<file path="config.mk">
export PLATFORM = sky130hd
export DESIGN_NAME = cpu65816_instruction_predecoder
export DESIGN_NICKNAME = d
export VERILOG_FILES = /design/src/rtl/c65pd_pkg.sv /design/src/rtl/c65pd_len_decode.sv /design/src/rtl/c65pd_out_buf.sv /design/src/rtl/cpu65816_instruction_predecoder.sv
export SDC_FILE = /design/constraint.sdc
export NUM_CORES = 1
export LEC_CHECK = 0
export BUFFER_PORTS_ARGS = -buffer_cell sky130_fd_sc_hd__buf_4
export CELL_PAD_IN_SITES_DETAIL_PLACEMENT = 1
export CELL_PAD_IN_SITES_GLOBAL_PLACEMENT = 1
export CORE_UTILIZATION = 52
export DETAILED_ROUTE_END_ITERATION = 8
export GPL_ROUTABILITY_DRIVEN = 0
export PLACE_DENSITY = 0.93
export SLEW_MARGIN = 0
export SYNTH_ARGS = -nofsm -noshare
export SYNTH_HDL_FRONTEND = slang
export SYNTH_SLANG_ARGS = --single-unit
</file>
<file path="constraint.sdc">
create_clock -name clk_i -period 23.9 [get_ports clk_i]
set_input_delay 2.39 -clock clk_i [delete_from_list [all_inputs] [get_ports clk_i]]
set_output_delay 2.39 -clock clk_i [all_outputs]
set_load 0.005 [all_outputs]
</file>
<file path="src/rtl/c65pd_pkg.sv">
// ----------------------------------------------------------------------------
// c65pd_pkg
// Shared types, addressing mode codes and opcode tables for the 65816
// instruction predecoder.
// ----------------------------------------------------------------------------
`default_nettype none

package c65pd_pkg;

  // configuration register indexes
  localparam logic [1:0] CFG_ACC_NARROW = 2'd0;
  localparam logic [1:0] CFG_IDX_NARROW = 2'd1;
  localparam logic [1:0] CFG_START_ADDR = 2'd2;

  localparam int unsigned CfgDataWidth = 16;

  // addressing modes
  localparam logic [4:0] MODE_NONE = 5'd0;
  localparam logic [4:0] MODE_ABS  = 5'd1;
  localparam logic [4:0] MODE_AIX  = 5'd2;
  localparam logic [4:0] MODE_ABX  = 5'd3;
  localparam logic [4:0] MODE_ABY  = 5'd4;
  localparam logic [4:0] MODE_ABI  = 5'd5;
  localparam logic [4:0] MODE_ALX  = 5'd6;
  localparam logic [4:0] MODE_ABL  = 5'd7;
  localparam logic [4:0] MODE_ACC  = 5'd8;
  localparam logic [4:0] MODE_BLK  = 5'd9;
  localparam logic [4:0] MODE_DIX  = 5'd10;
  localparam logic [4:0] MODE_DPX  = 5'd11;
  localparam logic [4:0] MODE_DPY  = 5'd12;
  localparam logic [4:0] MODE_DIY  = 5'd13;
  localparam logic [4:0] MODE_DLY  = 5'd14;
  localparam logic [4:0] MODE_DIL  = 5'd15;
  localparam logic [4:0] MODE_DI   = 5'd16;
  localparam logic [4:0] MODE_DP   = 5'd17;
  localparam logic [4:0] MODE_IMM  = 5'd18;
  localparam logic [4:0] MODE_IMP  = 5'd19;
  localparam logic [4:0] MODE_RLL  = 5'd20;
  localparam logic [4:0] MODE_REL  = 5'd21;
  localparam logic [4:0] MODE_STK  = 5'd22;
  localparam logic [4:0] MODE_SR   = 5'd23;
  localparam logic [4:0] MODE_SRY  = 5'd24;

  // special opcodes
  localparam logic [7:0] OPC_LDX_IMM = 8'hA2;
  localparam logic [7:0] OPC_PEA     = 8'hF4;
  localparam logic [3:0] LO_ACC_IMM  = 4'h9;
  localparam logic [3:0] LO_IDX_IMM  = 4'h0;

  localparam logic [4:0] MODE_TABLE [256] = '{
    MODE_STK,MODE_DIX,MODE_STK,MODE_SR, MODE_DP, MODE_DP, MODE_DP, MODE_DIL,
    MODE_STK,MODE_IMM,MODE_ACC,MODE_STK,MODE_ABS,MODE_ABS,MODE_ABS,MODE_ABL,
    MODE_REL,MODE_DIY,MODE_DI, MODE_SRY,MODE_DP, MODE_DPX,MODE_DPX,MODE_DLY,
    MODE_IMP,MODE_ABY,MODE_ACC,MODE_IMP,MODE_ABS,MODE_ABX,MODE_ABX,MODE_ALX,
    MODE_ABS,MODE_DIX,MODE_ABL,MODE_SR, MODE_DP, MODE_DP, MODE_DP, MODE_DIL,
    MODE_STK,MODE_IMM,MODE_ACC,MODE_STK,MODE_ABS,MODE_ABS,MODE_ABS,MODE_ABL,
    MODE_REL,MODE_DIY,MODE_DI, MODE_SRY,MODE_DPX,MODE_DPX,MODE_DPX,MODE_DLY,
    MODE_IMP,MODE_ABY,MODE_ACC,MODE_IMP,MODE_ABX,MODE_ABX,MODE_ABX,MODE_ALX,
    MODE_STK,MODE_DIX,MODE_IMM,MODE_SR, MODE_BLK,MODE_DP, MODE_DP, MODE_DIL,
    MODE_STK,MODE_IMM,MODE_ACC,MODE_STK,MODE_ABS,MODE_ABS,MODE_ABS,MODE_ABL,
    MODE_REL,MODE_DIY,MODE_DI, MODE_SRY,MODE_BLK,MODE_DPX,MODE_DPX,MODE_DLY,
    MODE_IMP,MODE_ABY,MODE_STK,MODE_IMP,MODE_ABL,MODE_ABX,MODE_ABX,MODE_ALX,
    MODE_STK,MODE_DIX,MODE_ABS,MODE_SR, MODE_DP, MODE_DP, MODE_DP, MODE_DIL,
    MODE_STK,MODE_IMM,MODE_ACC,MODE_STK,MODE_ABI,MODE_ABS,MODE_ABS,MODE_ABL,
    MODE_REL,MODE_DIY,MODE_DI, MODE_SRY,MODE_DPX,MODE_DPX,MODE_DPX,MODE_DLY,
    MODE_IMP,MODE_ABY,MODE_STK,MODE_IMP,MODE_AIX,MODE_ABX,MODE_ABX,MODE_ALX,
    MODE_REL,MODE_DIX,MODE_RLL,MODE_SR, MODE_DP, MODE_DP, MODE_DP, MODE_DIL,
    MODE_IMP,MODE_IMM,MODE_IMP,MODE_STK,MODE_ABS,MODE_ABS,MODE_ABS,MODE_ABL,
    MODE_REL,MODE_DIY,MODE_DI, MODE_SRY,MODE_DPX,MODE_DPX,MODE_DPY,MODE_DLY,
    MODE_IMP,MODE_ABY,MODE_IMP,MODE_IMP,MODE_ABS,MODE_ABX,MODE_ABX,MODE_ALX,
    MODE_IMM,MODE_DIX,MODE_IMM,MODE_SR, MODE_DP, MODE_DP, MODE_DP, MODE_DIL,
    MODE_IMP,MODE_IMM,MODE_IMP,MODE_STK,MODE_ABS,MODE_ABS,MODE_ABS,MODE_ABL,
    MODE_REL,MODE_DIY,MODE_DI, MODE_SRY,MODE_DPX,MODE_DPX,MODE_DPY,MODE_DLY,
    MODE_IMP,MODE_ABY,MODE_IMP,MODE_IMP,MODE_ABX,MODE_ABX,MODE_ABY,MODE_ALX,
    MODE_IMM,MODE_DIX,MODE_IMM,MODE_SR, MODE_DP, MODE_DP, MODE_DP, MODE_DIL,
    MODE_IMP,MODE_IMM,MODE_IMP,MODE_IMP,MODE_ABS,MODE_ABS,MODE_ABS,MODE_ABL,
    MODE_REL,MODE_DIY,MODE_DI, MODE_SRY,MODE_DP, MODE_DPX,MODE_DPX,MODE_DLY,
    MODE_IMP,MODE_ABY,MODE_STK,MODE_IMP,MODE_ABI,MODE_ABX,MODE_ABX,MODE_ALX,
    MODE_IMM,MODE_DIX,MODE_IMM,MODE_SR, MODE_DP, MODE_DP, MODE_DP, MODE_DIL,
    MODE_IMP,MODE_IMM,MODE_IMP,MODE_IMP,MODE_ABS,MODE_ABS,MODE_ABS,MODE_ABL,
    MODE_REL,MODE_DIY,MODE_DI, MODE_SRY,MODE_IMM,MODE_DPX,MODE_DPX,MODE_DLY,
    MODE_IMP,MODE_ABY,MODE_STK,MODE_IMP,MODE_AIX,MODE_ABX,MODE_ABX,MODE_ALX
  };

  // operand bytes implied by an addressing mode
  function automatic logic [1:0] mode_operand_len(logic [4:0] mode);
    logic [1:0] len;
    case (mode)
      MODE_ABS, MODE_AIX, MODE_ABX, MODE_ABY, MODE_ABI,
      MODE_BLK, MODE_RLL:                                  len = 2'd2;
      MODE_ALX, MODE_ABL:                                  len = 2'd3;
      MODE_DIX, MODE_DPX, MODE_DPY, MODE_DIY, MODE_DLY,
      MODE_DIL, MODE_DI, MODE_DP, MODE_IMM, MODE_REL,
      MODE_SR, MODE_SRY:                                   len = 2'd1;
      default:                                             len = 2'd0;
    endcase
    return len;
  endfunction

  typedef struct packed {
    logic [4:0] mode;
    logic [1:0] size;
  } dec_t;

  typedef struct packed {
    logic [7:0] code_byte;
    logic       stream_end;
  } in_t;

  typedef struct packed {
    logic [15:0] instruction_address;
    logic [7:0]  opcode;
    logic [4:0]  mode;
    logic [2:0]  length;
    logic [23:0] operand;
    logic [15:0] branch_target;
    logic        incomplete;
  } out_t;

endpackage

`default_nettype wire

</file>
<file path="src/rtl/c65pd_len_decode.sv">
// ----------------------------------------------------------------------------
// c65pd_len_decode
// Opcode to addressing mode and operand byte count, with M/X immediates.
// ----------------------------------------------------------------------------
`default_nettype none

module c65pd_len_decode (
  input  wire logic [7:0]     opcode_i,
  input  wire logic           acc_narrow_i,
  input  wire logic           idx_narrow_i,
  output c65pd_pkg::dec_t     dec_o
);

  logic [4:0] mode;
  logic [1:0] size;

  always_comb begin
    mode = c65pd_pkg::MODE_TABLE[opcode_i];
    size = c65pd_pkg::mode_operand_len(mode);
    if (mode == c65pd_pkg::MODE_IMM) begin
      if (opcode_i[3:0] == c65pd_pkg::LO_ACC_IMM) begin
        size = acc_narrow_i ? 2'd1 : 2'd2;
      end
      if (opcode_i[3:0] == c65pd_pkg::LO_IDX_IMM || opcode_i == c65pd_pkg::OPC_LDX_IMM) begin
        size = idx_narrow_i ? 2'd1 : 2'd2;
      end
      // push effective address always carries a 16-bit operand
      if (opcode_i == c65pd_pkg::OPC_PEA) begin
        size = 2'd2;
      end
    end
  end

  assign dec_o.mode = mode;
  assign dec_o.size = size;

endmodule

`default_nettype wire

</file>
<file path="src/rtl/c65pd_out_buf.sv">
// ----------------------------------------------------------------------------
// c65pd_out_buf
// Two-entry result buffer that decouples the decoder from output stall.
// ----------------------------------------------------------------------------
`default_nettype none

module c65pd_out_buf (
  input  wire logic            clk_i,
  input  wire logic            rst_ni,
  input  wire logic            push_i,
  input  wire c65pd_pkg::out_t push_data_i,
  output logic                 full_o,
  output logic                 valid_o,
  input  wire logic            stall_i,
  output c65pd_pkg::out_t      data_o
);

  c65pd_pkg::out_t mem_q [2];
  logic       wr_ptr_q, wr_ptr_d;
  logic       rd_ptr_q, rd_ptr_d;
  logic [1:0] count_q, count_d;
  logic       pop;

  assign valid_o = (count_q != 2'd0);
  assign full_o  = (count_q == 2'd2);
  assign pop     = valid_o && !stall_i;
  assign data_o  = mem_q[rd_ptr_q];

  always_comb begin
    wr_ptr_d = push_i ? ~wr_ptr_q : wr_ptr_q;
    rd_ptr_d = pop ? ~rd_ptr_q : rd_ptr_q;
    count_d  = count_q;
    if (push_i && !pop) begin
      count_d = count_q + 2'd1;
    end else if (pop && !push_i) begin
      count_d = count_q - 2'd1;
    end
  end

  always_ff @(posedge clk_i or negedge rst_ni) begin
    if (!rst_ni) begin
      wr_ptr_q <= 1'b0;
      rd_ptr_q <= 1'b0;
      count_q  <= 2'd0;
    end else begin
      wr_ptr_q <= wr_ptr_d;
      rd_ptr_q <= rd_ptr_d;
      count_q  <= count_d;
    end
  end

  always_ff @(posedge clk_i) begin
    if (push_i) begin
      mem_q[wr_ptr_q] <= push_data_i;
    end
  end

endmodule

`default_nettype wire

</file>
<file path="src/rtl/cpu65816_instruction_predecoder.sv">
// ----------------------------------------------------------------------------
// cpu65816_instruction_predecoder
// A result is pushed into the two-entry result buffer when the byte that
// ends its instruction (or the stream) is taken. Throughput: one code byte
// per cycle while the result buffer is not full, set by the combinational
// decode/gather step. Reset: asynchronous, active low; flags M=X=1, start
// address and all tracking state cleared, result buffer empty.
// ----------------------------------------------------------------------------
`default_nettype none

module cpu65816_instruction_predecoder #(
  parameter int unsigned ADDRESS_BITS = 16
) (
  input  wire logic                                clk_i,
  input  wire logic                                rst_ni,
  input  wire logic                                cfg_we_i,
  input  wire logic [1:0]                          cfg_index_i,
  input  wire logic [c65pd_pkg::CfgDataWidth-1:0]  cfg_data_i,
  input  wire logic                                in_valid_i,
  output logic                                     in_stall_o,
  input  wire c65pd_pkg::in_t                      in_data_i,
  output logic                                     out_valid_o,
  input  wire logic                                out_stall_i,
  output c65pd_pkg::out_t                          out_data_o
);

  logic                    acc_narrow_q, idx_narrow_q;
  logic [15:0]             start_addr_q;
  logic [1:0]              rem_q, rem_d;
  logic [1:0]              cnt_q, cnt_d;
  logic [7:0]              opc_q, opc_d;
  logic [4:0]              mode_q, mode_d;
  logic [23:0]             opnd_q, opnd_d;
  logic [ADDRESS_BITS-1:0] iaddr_q, iaddr_d;
  logic [ADDRESS_BITS-1:0] naddr_q, naddr_d;

  c65pd_pkg::dec_t dec;
  c65pd_pkg::out_t res;
  logic            accept;
  logic            full;
  logic            emit;
  logic            partial;
  logic [1:0]      rem_new;
  logic [15:0]     target;

  assign in_stall_o = full;
  assign accept     = in_valid_i && !full;

  c65pd_len_decode u_dec (
    .opcode_i     (in_data_i.code_byte),
    .acc_narrow_i (acc_narrow_q),
    .idx_narrow_i (idx_narrow_q),
    .dec_o        (dec)
  );

  always_comb begin
    iaddr_d = iaddr_q;
    opc_d   = opc_q;
    mode_d  = mode_q;
    opnd_d  = opnd_q;
    cnt_d   = cnt_q;
    rem_new = rem_q;
    if (rem_q == 2'd0) begin
      iaddr_d = naddr_q;
      opc_d   = in_data_i.code_byte;
      mode_d  = dec.mode;
      opnd_d  = '0;
      cnt_d   = 2'd0;
      rem_new = dec.size;
    end else begin
      // little-endian gather
      case (cnt_q)
        2'd0:    opnd_d = {opnd_q[23:8], in_data_i.code_byte};
        2'd1:    opnd_d = {opnd_q[23:16], in_data_i.code_byte, opnd_q[7:0]};
        default: opnd_d = {in_data_i.code_byte, opnd_q[15:0]};
      endcase
      cnt_d   = cnt_q + 2'd1;
      rem_new = rem_q - 2'd1;
    end

    partial = (rem_new != 2'd0);
    emit    = !partial || in_data_i.stream_end;

    target = 16'd0;
    if (!partial && mode_d == c65pd_pkg::MODE_REL) begin
      target = iaddr_d[15:0] + 16'd2 + {{8{opnd_d[7]}}, opnd_d[7:0]};
    end else if (!partial && mode_d == c65pd_pkg::MODE_RLL) begin
      target = iaddr_d[15:0] + 16'd3 + opnd_d[15:0];
    end

    res.instruction_address = iaddr_d[15:0];
    res.opcode              = opc_d;
    res.mode                = mode_d;
    res.length              = 3'd1 + {1'b0, cnt_d} + {1'b0, rem_new};
    res.operand             = opnd_d;
    res.branch_target       = target;
    res.incomplete          = partial;

    rem_d   = in_data_i.stream_end ? 2'd0 : rem_new;
    naddr_d = in_data_i.stream_end ? ADDRESS_BITS'(start_addr_q)
                                   : naddr_q + ADDRESS_BITS'(1);
  end

  always_ff @(posedge clk_i or negedge rst_ni) begin
    if (!rst_ni) begin
      acc_narrow_q <= 1'b1;
      idx_narrow_q <= 1'b1;
      start_addr_q <= '0;
      rem_q        <= 2'd0;
      cnt_q        <= 2'd0;
      opc_q        <= '0;
      mode_q       <= c65pd_pkg::MODE_NONE;
      opnd_q       <= '0;
      iaddr_q      <= '0;
      naddr_q      <= '0;
    end else begin
      if (accept) begin
        rem_q   <= rem_d;
        cnt_q   <= cnt_d;
        opc_q   <= opc_d;
        mode_q  <= mode_d;
        opnd_q  <= opnd_d;
        iaddr_q <= iaddr_d;
      end
      // a start address write reloads the next fetch address
      if (cfg_we_i && cfg_index_i == c65pd_pkg::CFG_START_ADDR) begin
        naddr_q <= ADDRESS_BITS'(cfg_data_i);
      end else if (accept) begin
        naddr_q <= naddr_d;
      end
      // the user must write configuration only while idle; the block does not enforce this
      if (cfg_we_i) begin
        case (cfg_index_i)
          c65pd_pkg::CFG_ACC_NARROW: acc_narrow_q <= cfg_data_i[0];
          c65pd_pkg::CFG_IDX_NARROW: idx_narrow_q <= cfg_data_i[0];
          c65pd_pkg::CFG_START_ADDR: start_addr_q <= cfg_data_i;
          default: ;
        endcase
      end
    end
  end

  c65pd_out_buf u_obuf (
    .clk_i       (clk_i),
    .rst_ni      (rst_ni),
    .push_i      (accept && emit),
    .push_data_i (res),
    .full_o      (full),
    .valid_o     (out_valid_o),
    .stall_i     (out_stall_i),
    .data_o      (out_data_o)
  );

endmodule

`default_nettype wire

</file>
==> flow_summary.yaml <==
status:
  outcome: "finished, final reports clean"
setup_path:
  startpoint_type: "primary input"
  critical-path-top-delay-family: "compound AO/OA/AOI/OAI gates"
  slowest_delay_ns: 0.74
  timing.critical_path.slowest_stage_cell: "sky130_fd_sc_hd__buf_4"
  cp.arrival_ns: 7.17
  crit-reg2reg-capture: "u_obuf.mem_q[1][15]$_DFFE_PP_"
  timing.critical_path.mode_cell: "sky130_fd_sc_hd__buf_4"
  cp_cell_sequence: "buf_4 > inv_1 > ha_1 > nand2_1 > a211o_1 > a31oi_1 > o21ai_0 > a211o_1 > nand4_1 > nand4b_1 > buf_4 > a21oi_4 > buf_4"
  cp.buffers_inverters: 4
  worstSetupPathType: "primary input to flop"
  crit_required_ns: 24.05
  reg2reg_from: "cnt_q[1]$_DFFE_PN0P_"
  maximum_fanout_count_along_the_critical_path: 59
  end_kind: "flop"
  reg2reg_setup_slack_ns: 18.23
  reg2reg_depth: 16
detailed_routing:
  vias: 10800
  avgViaCountPerCell: 6.34
  postRouteWirelength_um: 41000
  routedWlPerCell_um: 24.1
  drt-pass1-iter-count: 8
  ant_nets: 0
  dr.first_iter.drc_count: 1146
  drc_violation_count_after_routing: 0
worst_hold_path:
  hold_path_end: "opnd_q[18]$_DFFE_PN0P_"
  hold_path_depth: 2
  min_path_type: "flop to flop"
  hp-start: "opnd_q[18]$_DFFE_PN0P_"
synth:
  postSynth.topFlopCell: "sky130_fd_sc_hd__edfxtp_1"
  synth-async-reset-ratio: 0.394
  unique_masters_post_synth: 81
  yosys_warnings: 0
  synthesis.area_um2: 13200
  syn_area_per_cell_um2: 10.3
  synth_sequential_area_ratio: 0.512
  synth_enable_flop_cells: 146
  flip_flop_and_latch_count_after_synthesis: 241
  synth_fp_nets: 1380
  synthesis.instances: 1285
power_and_ir_drop:
  pwr_density_cell_nw_per_um2: 143
  power.combinational.fraction: 0.488
  power_leakage_nw: 6.41
  power_frac_seq: 0.325
  swShare: 0.422
  p_switching_w: 0.000907
  cellInternalPower_w: 0.00124
  peakVddDrop_uv: 74.1
  design_power_total_w: 0.00215
  clock_power_share: 0.187
floorplan:
  placementRows: 57
  start_util: 0.537
  floorplan.io_pins: 107
  die_span_in_y_um: 161
  core_area_um2: 24600
  die_area_um2: 26000
  die_w_um: 161
clock_tree:
  cts_htree_levels: 1
  worst_path_clk_slew_ns: 0.06
  postCtsSetupBuffers: 0
  cts_hold_bufs: 0
  post_cts_resized: 0
  source_to_sink_clock_delay_at_the_later_pin_of_the_worst_skew_pair_ns: 0.53
  root_buffer: "sky130_fd_sc_hd__clkbuf_16"
  clock_path_buffers: 3
  clock_sinks: 241
  tritoncts.num_buffers: 26
  cts_tree: "done"
final_layout:
  fill_count: 2695
  post_route_cells_drive_above_1_share: 0.186
  final_nets: 1449
  num_antenna_cells: 0
  final_common_cell: "sky130_fd_sc_hd__nand2_1"
  area.growth.synth_to_final_pct: 13.7
  layout.cells.most_common_list: "308 x sky130_fd_sc_hd__nand2_1, 146 x sky130_fd_sc_hd__edfxtp_1, 117 x sky130_fd_sc_hd__buf_4"
  postLayoutCellArea_um2: 15000
  layout.core_utilization: 0.610
timing:
  worstMarginPinSlew_ns: 1.00
  setup_viol: 0
  rsz_0062_raised_after_global_routing: "false"
  slew-limit-headroom: 0.331
  clock.fmax_mhz: 143
  post-route-period-util: 0.294
  worst_clock_skew_ns: 0.0141
  timing.final.crit_period_ns: 7.02
  hold_violations: 0
  worst_hold_slack_ns: 0.483
  slew_violations: 0
  final.setup.tns_ns: 0
flow_run:
  cap_violations: 0
global_route:
  gr-usage-all-layers: 0.322
  overall_overflow_remaining_after_global_route: 0
  wire_length_of_the_first_global_routing_pass_um: 65200
  first_global_vias: 11400
  antenna_found_initial: 0
  pin_count_of_the_biggest_net_entering_global_routing: 92
place:
  place_area_um2: 14200
  portBuffers: 106
  place.detailed.hpwl_um: 26300
==> layer usage <==
| metal | up-vias | track usage | share of wire |
|---|---|---|---|
| li1 | 4729 | - | - |
| met1 | 5405 | 0.417 | 0.40 |
| met2 | 516 | 0.547 | 0.50 |
| met3 | 121 | 0.0485 | 0.066 |
| met4 | 0 | 0.120 | 0.037 |
| met5 | - | 0 | 0 |
==> Yosys cell counts (all sizes together), types with 4 or more instances <==
| cell | n | area share |
|---|---|---|
| nand2 | 309 | 0.088 |
| edfxtp | 146 | 0.33 |
| dfrtp | 93 | 0.18 |
| mux2 | 77 | 0.066 |
| o21ai | 74 | 0.028 |
| nor2 | 67 | 0.019 |
| ha | 60 | 0.057 |
| clkbuf | 51 | 0.015 |
| a21oi | 50 | 0.019 |
| inv | 35 | 0.010 |
| nor3 | 32 | 0.012 |
| buf | 25 | 0.012 |
| mux2i | 20 | 0.015 |
| xnor2 | 18 | 0.012 |
| nand2b | 17 | 0.0081 |
| nand3 | 16 | 0.0061 |
| a22oi | 14 | 0.0080 |
| a211oi | 13 | 0.0082 |
| a21o | 11 | 0.0063 |
| a221oi | 11 | 0.0073 |
| nor2b | 11 | 0.0052 |
| xor2 | 10 | 0.0066 |
| or3 | 9 | 0.0043 |
| a211o | 7 | 0.0046 |
| a31oi | 7 | 0.0033 |
| or2 | 7 | 0.0033 |
| o211ai | 6 | 0.0034 |
| o31ai | 6 | 0.0045 |
| nor3b | 5 | 0.0028 |
| o2111ai | 5 | 0.0033 |
| o221ai | 5 | 0.0033 |
| a2111oi | 4 | 0.0031 |
| nand3b | 4 | 0.0023 |
| nand4 | 4 | 0.0019 |
==> how the worst max path moves through the flow <==
stage	startpoint	to	depth (start not counted)
after floorplan	in_data_i[2]	u_obuf.mem_q[0][0]$_DFFE_PP_	14
after global placement	in_data_i[2]	u_obuf.mem_q[1][2]$_DFFE_PP_	14
after detailed placement	in_data_i[2]	u_obuf.mem_q[1][50]$_DFFE_PP_	14
after CTS	in_data_i[2]	u_obuf.mem_q[1][18]$_DFFE_PP_	13
after global routing	in_data_i[2]	u_obuf.mem_q[1][18]$_DFFE_PP_	13
final	in_data_i[2]	u_obuf.mem_q[1][48]$_DFFE_PP_	13
==> registers in the layout, summed over array words and instances (netlist names) <==
register,cells
acc_narrow_q,1
u_obuf.count_q,2
mode_q,5
cnt_q,2
naddr_q,16
iaddr_q,16
u_obuf.wr_ptr_q,1
start_addr_q,16
idx_narrow_q,1
opc_q,8
rem_q,2
opnd_q,24
u_obuf.mem_q,146
u_obuf.rd_ptr_q,1
==> per-stage QoR <==
stage               instances  worst slack, ns
global route             1698            16.66
CTS                      1698            17.01
global placement         1650            16.85
floorplan                1285            12.81
finish                   1698            16.88
detailed placement       1650            16.68
==> power groups by stage <==
stage	combinational (W)	clock, W	sequential, W
CTS	0.00104	0.000405	0.000695
floorplan	0.000660	0	0.000669
finish	0.00105	0.000403	0.000698
detailed placement	0.00100	0	0.000698
global route	0.00113	0.000420	0.000708
global placement	0.000924	0	0.000681
==> worst min-delay path, stage by stage, from the launching register on <==
cell,delay [ns]
sky130_fd_sc_hd__dfrtp_1,0.34
sky130_fd_sc_hd__nand2_1,0.05
sky130_fd_sc_hd__nand2_1,0.05
==> area by class of cell <==
class | count | area, um^2 | area share
sequential | 241 | 6770 | 0.451
multi-input combinational | 932 | 5990 | 0.399
timing repair buffer | 117 | 878 | 0.0585
clock buffer | 33 | 708 | 0.0472
tap | 324 | 405 | 0.0270
inverter | 36 | 135 | 0.00900
clock inverter | 15 | 130 | 0.00867
==> kinds of logic after synthesis <==
group / after synthesis / share of synthesized area
multiplexers: 99 / 0.0845
adder cells (fa/ha/maj): 63 / 0.0614
buffers and inverters: 112 / 0.0365
XOR/XNOR: 28 / 0.0186
AND/OR/NAND/NOR: 501 / 0.165
AO/OA/AOI/OAI: 241 / 0.122
flip-flops: 241 / 0.512
Note: power is estimated with default switching activity, not from simulation.
